`config.mk`:
```
export PLATFORM = sky130hd
export DESIGN_NAME = v4mmn_div
export DESIGN_NICKNAME = d
export VERILOG_FILES = /design/src/sv/v4mmn_pkg.sv /design/src/sv/v4mmn_div.sv
export SDC_FILE = /design/constraint.sdc
export NUM_CORES = 1
export LEC_CHECK = 0
export ABC_CLOCK_PERIOD_IN_PS = 6500
export BUFFER_PORTS_ARGS = -buffer_cell sky130_fd_sc_hd__clkbuf_2
export CELL_PAD_IN_SITES_DETAIL_PLACEMENT = 1
export CELL_PAD_IN_SITES_GLOBAL_PLACEMENT = 1
export CORE_MARGIN = 2
export CORE_UTILIZATION = 35
export DETAILED_ROUTE_END_ITERATION = 10
export GPL_TIMING_DRIVEN = 0
export MAX_ROUTING_LAYER = met4
export PLACE_DENSITY = 0.7
export SYNTH_ARGS = -nofsm -noshare
export SYNTH_HDL_FRONTEND = slang
export SYNTH_SLANG_ARGS = --single-unit
```
`constraint.sdc`:
```
create_clock -name aclk -period 6.5 [get_ports aclk]
set_input_delay 0.975 -clock aclk [delete_from_list [all_inputs] [get_ports aclk]]
set_output_delay 0.975 -clock aclk [all_outputs]
set_load 0.1 [all_outputs]
```
`src/sv/v4mmn_pkg.sv`:
```
package v4mmn_pkg;

    localparam int MaxSamples = 64;
    localparam int NumComps   = 4;
    localparam int CompW      = 32;
    localparam int NormW      = 16;
    localparam int IndexW     = 6;
    localparam int DivSteps   = NormW;

    localparam int IdxW  = (MaxSamples > 1) ? $clog2(MaxSamples) : 1;
    localparam int CntW  = $clog2(MaxSamples + 1);
    localparam int StepW = $clog2(DivSteps);

    typedef enum logic [2:0] {
        ST_LOAD,
        ST_READ,
        ST_SETUP,
        ST_DIV,
        ST_OUT
    } state_t;

    typedef struct packed {
        logic load;
        logic step;
    } div_ctl_t;

endpackage

```
`src/sv/v4mmn_div.sv`:
```
module v4mmn_div (
    input  logic                                       aclk,
    input  v4mmn_pkg::div_ctl_t                        ctl,
    input  logic [v4mmn_pkg::CompW-1:0]                num [v4mmn_pkg::NumComps],
    input  logic [v4mmn_pkg::CompW-1:0]                den [v4mmn_pkg::NumComps],
    output logic [v4mmn_pkg::NormW-1:0]                quo [v4mmn_pkg::NumComps]
);

    logic [v4mmn_pkg::CompW-1:0] rem_reg  [v4mmn_pkg::NumComps];
    logic [v4mmn_pkg::CompW-1:0] rem_next [v4mmn_pkg::NumComps];
    logic [v4mmn_pkg::CompW-1:0] den_reg  [v4mmn_pkg::NumComps];
    logic [v4mmn_pkg::NormW-1:0] q_reg    [v4mmn_pkg::NumComps];
    logic [v4mmn_pkg::NormW-1:0] q_next   [v4mmn_pkg::NumComps];
    logic                        sat_reg  [v4mmn_pkg::NumComps];
    logic                        zero_reg [v4mmn_pkg::NumComps];
    logic [v4mmn_pkg::CompW:0]   shifted  [v4mmn_pkg::NumComps];
    logic                        fits     [v4mmn_pkg::NumComps];

    // one restoring step per lane: shift, compare, subtract
    always_comb begin
        for (int c = 0; c < v4mmn_pkg::NumComps; c++) begin
            shifted[c]  = {rem_reg[c], 1'b0};
            fits[c]     = shifted[c] >= {1'b0, den_reg[c]};
            rem_next[c] = fits[c] ? v4mmn_pkg::CompW'(shifted[c] - {1'b0, den_reg[c]})
                                  : v4mmn_pkg::CompW'(shifted[c]);
            q_next[c]   = {q_reg[c][v4mmn_pkg::NormW-2:0], fits[c]};
        end
    end

    always_ff @(posedge aclk) begin
        for (int c = 0; c < v4mmn_pkg::NumComps; c++) begin
            if (ctl.load) begin
                // saturation flag: num equals den; the output then reads as all ones unless den is zero
                sat_reg[c]  <= (num[c] == den[c]);
                zero_reg[c] <= (den[c] == '0);
                rem_reg[c]  <= (num[c] == den[c]) ? '0 : num[c];
                den_reg[c]  <= den[c];
                q_reg[c]    <= '0;
            end else if (ctl.step) begin
                rem_reg[c] <= rem_next[c];
                q_reg[c]   <= q_next[c];
            end
        end
    end

    always_comb begin
        for (int c = 0; c < v4mmn_pkg::NumComps; c++) begin
            if (zero_reg[c]) begin
                quo[c] = '0;
            end else if (sat_reg[c]) begin
                quo[c] = '1;
            end else begin
                quo[c] = q_reg[c];
            end
        end
    end

endmodule

```
==> flow_metrics.tcl <==
set metrics [dict create \
    clk_pin_slew_ns 0.06 \
    final_nets 3027 \
    dpl.hpwl_um 63150 \
    postLayoutCoreUtil 0.4203 \
    die_h_um 254.7 \
    p_leak_uw 0.01127 \
    area_growth_pct 18.39 \
    clk_path_buf_depth 3 \
    antenna_left 0 \
    drt_wl_total_um 81620 \
    clock.fmax_mhz 216.4 \
    layout.cells.most_common "edfxtp_1" \
    yosysTopAreaCell "edfxtp_1" \
    grt_max_degree 92 \
    core.rowCount 91 \
    final.period_utilization 0.7110 \
    portBuffers 322 \
    cts-htree-levels 2 \
    syn_area_sq_um 21990 \
    vias 19130 \
    worstMarginPinSlew_ns 1.222 \
    critPathCapture "rem_reg[1][28]" \
    synth_top_area_share 0.4479 \
    setup_viol_count_final 0 \
    clk_latency_ns 0.57 \
    cts_made_buffers 40 \
    synth_edf_count 328 \
    ys_seq_elements 328 \
    antenna_found_initial 0 \
    ir_drop_v 0.0001492 \
    clock_sinks 328 \
    ys_async_sr_fraction 0 \
    maxSlewHeadroom 0.1852 \
    place_congestion 0.9390 \
    path_class "reg -> reg" \
    ys_types 70 \
    worstSetupEndpointType "flop" \
    globalRouteOverflowTotal 0 \
    worstPathRequired_ns 6.81 \
    cts.root.buffer_cell "clkbuf_16" \
    yosysSeqAreaShare 0.4479 \
    cp.arrival_ns 4.93 \
    fin_skew_ns 0.01751 \
    grt_pass1_vias 20040 \
    final_cell_mix "edfxtp_1 (328), clkbuf_2 (321), nor2_1 (222)" \
    reg2reg_slack_ns 1.88 \
    crit_start "den_reg[1][1]" \
    via_per_inst 5.465 \
    core_sq_um 61940 \
    drc 0 \
    syn_nets 2659 \
    r2r-start "den_reg[1][1]" \
    power_uw 7587 \
    stdcell_area_sq_um 26030 \
    max-cap-violations 0 \
    postPlaceCellArea_sq_um 24780 \
    synth_area_leaders "edfxtp_1 (45%), ha_1 (7.3%), xor2_1 (7.0%)" \
    grt_pass1_wl_um 121900 \
    worstSetupStartpointType "flop" \
    grt_util_all_layers 0.2563 \
    ys_warn_count 0 \
    wire_per_inst_um 23.31 \
    initial_core_util 0.3550 \
    post_cts_buffers 0 \
    rsz0062_at_grt "no" \
    synth_ff_type "edfxtp_1" \
    ctsHoldBuffers 0 \
    r2r-end "rem_reg[1][28]" \
    hold_viol_final 0 \
    status "completed" \
    drt_iter0_drc 1349 \
    syn-instance-count 2268 \
    rr_worst_depth 15 \
    dieArea_sq_um 64850 \
    cts_tree "built" \
    avgSynthCellArea_sq_um 9.696 \
    firstDrtPassIters 5 \
    ios 323 \
    power.density_nw_per_um2 291.4 \
    min_period_ns 4.621 \
    postCtsResizedCells 0 \
    maxSlewViolCount 0 \
    hold_path_class "reg -> reg" \
    final_layout_size_suffix_gt1_frac 0.1521 \
    path_max_fanout 10 \
    dieWidth_um 254.7 \
]
## cell families after synthesis
| kind of cell | count (synthesis) | synth area share |
|---|---|---|
| adders and majority gates | 132 | 0.07647 |
| and+or+nand+nor | 702 | 0.1528 |
| AOI/OAI and AO/OA | 572 | 0.1652 |
| muxes | 43 | 0.01957 |
| DFF | 328 | 0.4479 |
| buffers and inverters | 260 | 0.04603 |
| xor gates and xnor gates | 231 | 0.09201 |
## Yosys cell counts (5+ instances only)
master     number
ha_1          128
o311ai_0        6
nor2_1        222
and2_1         67
o31a_1          6
a2111oi_0       5
o21a_1         15
a31oi_1        17
nand3_1        47
a22o_1         16
nand2b_1       22
o211ai_1       16
and3_1         11
a21o_1         66
o21ai_1        16
buf_2           8
a22oi_1         5
xnor2_1        56
xor2_1        175
nor3_1         24
a21boi_0        5
nand2_1       166
clkbuf_1       74
o22ai_1        47
inv_1         173
o21bai_1       23
a211o_1         5
o21ai_0       115
a32oi_1        10
nor2b_1        24
edfxtp_1      328
or2_2           5
a211oi_1        9
a21oi_1       153
nand4_1        30
nor4_1         68
o31ai_1         6
mux2i_1        43
## metal layers
metal,track usage,vias up,wire length (um)
li1,-,8980,-
met3,0.03929,191,4283
met4,0.1103,0,3632
met1,0.3200,9358,35520
met2,0.4132,605,38190
met5,-,-,0
## report_power, final
group          switching, uW  internal (uW)  total (uW)
registers                115           2580        2700
clock network            960           1310        2270
logic                   1690            936        2620
total                   2760           4830        7590
## per-stage QoR
step | worst slack [ns] | std cells | TNS, ns | hold WS (ns)
after floorplan | 2.715 | 2268 | 0 | 0.5257
after global placement | -1.660 | 3427 | -340.69 | 0.5355
after detailed placement | 1.266 | 3431 | 0 | 0.5390
after CTS | 1.869 | 3500 | 0 | 0.5519
after global routing | 1.634 | 3500 | 0 | 0.5754
final | 1.879 | 3501 | 0 | 0.5501
## worst max-delay path, stage by stage, from the launching register on
cell and delay [ns]:
edfxtp_1 0.42, inv_1 0.07, ha_1 0.31, nor2b_1 0.13
o21ai_0 0.24, a211o_1 0.18, nand3_1 0.13, o31ai_1 0.57
o21ai_1 0.35, a31oi_1 0.37, o21a_1 0.16, clkbuf_1 0.32
clkbuf_1 0.66, o21ai_0 0.20, a21oi_1 0.17, a21oi_1 0.09
## final cells by class
class | instances | area (sq um)
Timing Repair Buffer | 326 | 1730
Inverter | 173 | 649.4
Tap cell | 837 | 1047
Buffer | 87 | 362.8
Clock buffer | 47 | 1049
Fill cell | 7266 | 35910
Antenna cell | 1 | 2.502
Clock inverter | 22 | 207.7
Sequential cell | 328 | 9849
Multi-Input combinational cell | 1680 | 11140
## worst min path at each step
stage                     depth (start not counted)  slack, ns         from           end
final                                             1       0.55  q_reg[3][2]   q_reg[3][3]
after global routing                              1       0.58  q_reg[3][2]   q_reg[3][3]
after CTS                                         1       0.55  q_reg[3][2]   q_reg[3][3]
after detailed placement                          1       0.54  q_reg[3][2]   q_reg[3][3]
after global placement                            1       0.54  q_reg[0][2]   q_reg[0][3]
after floorplan                                   1       0.53  q_reg[0][9]  q_reg[0][10]
(Power assumes the default switching activity.)
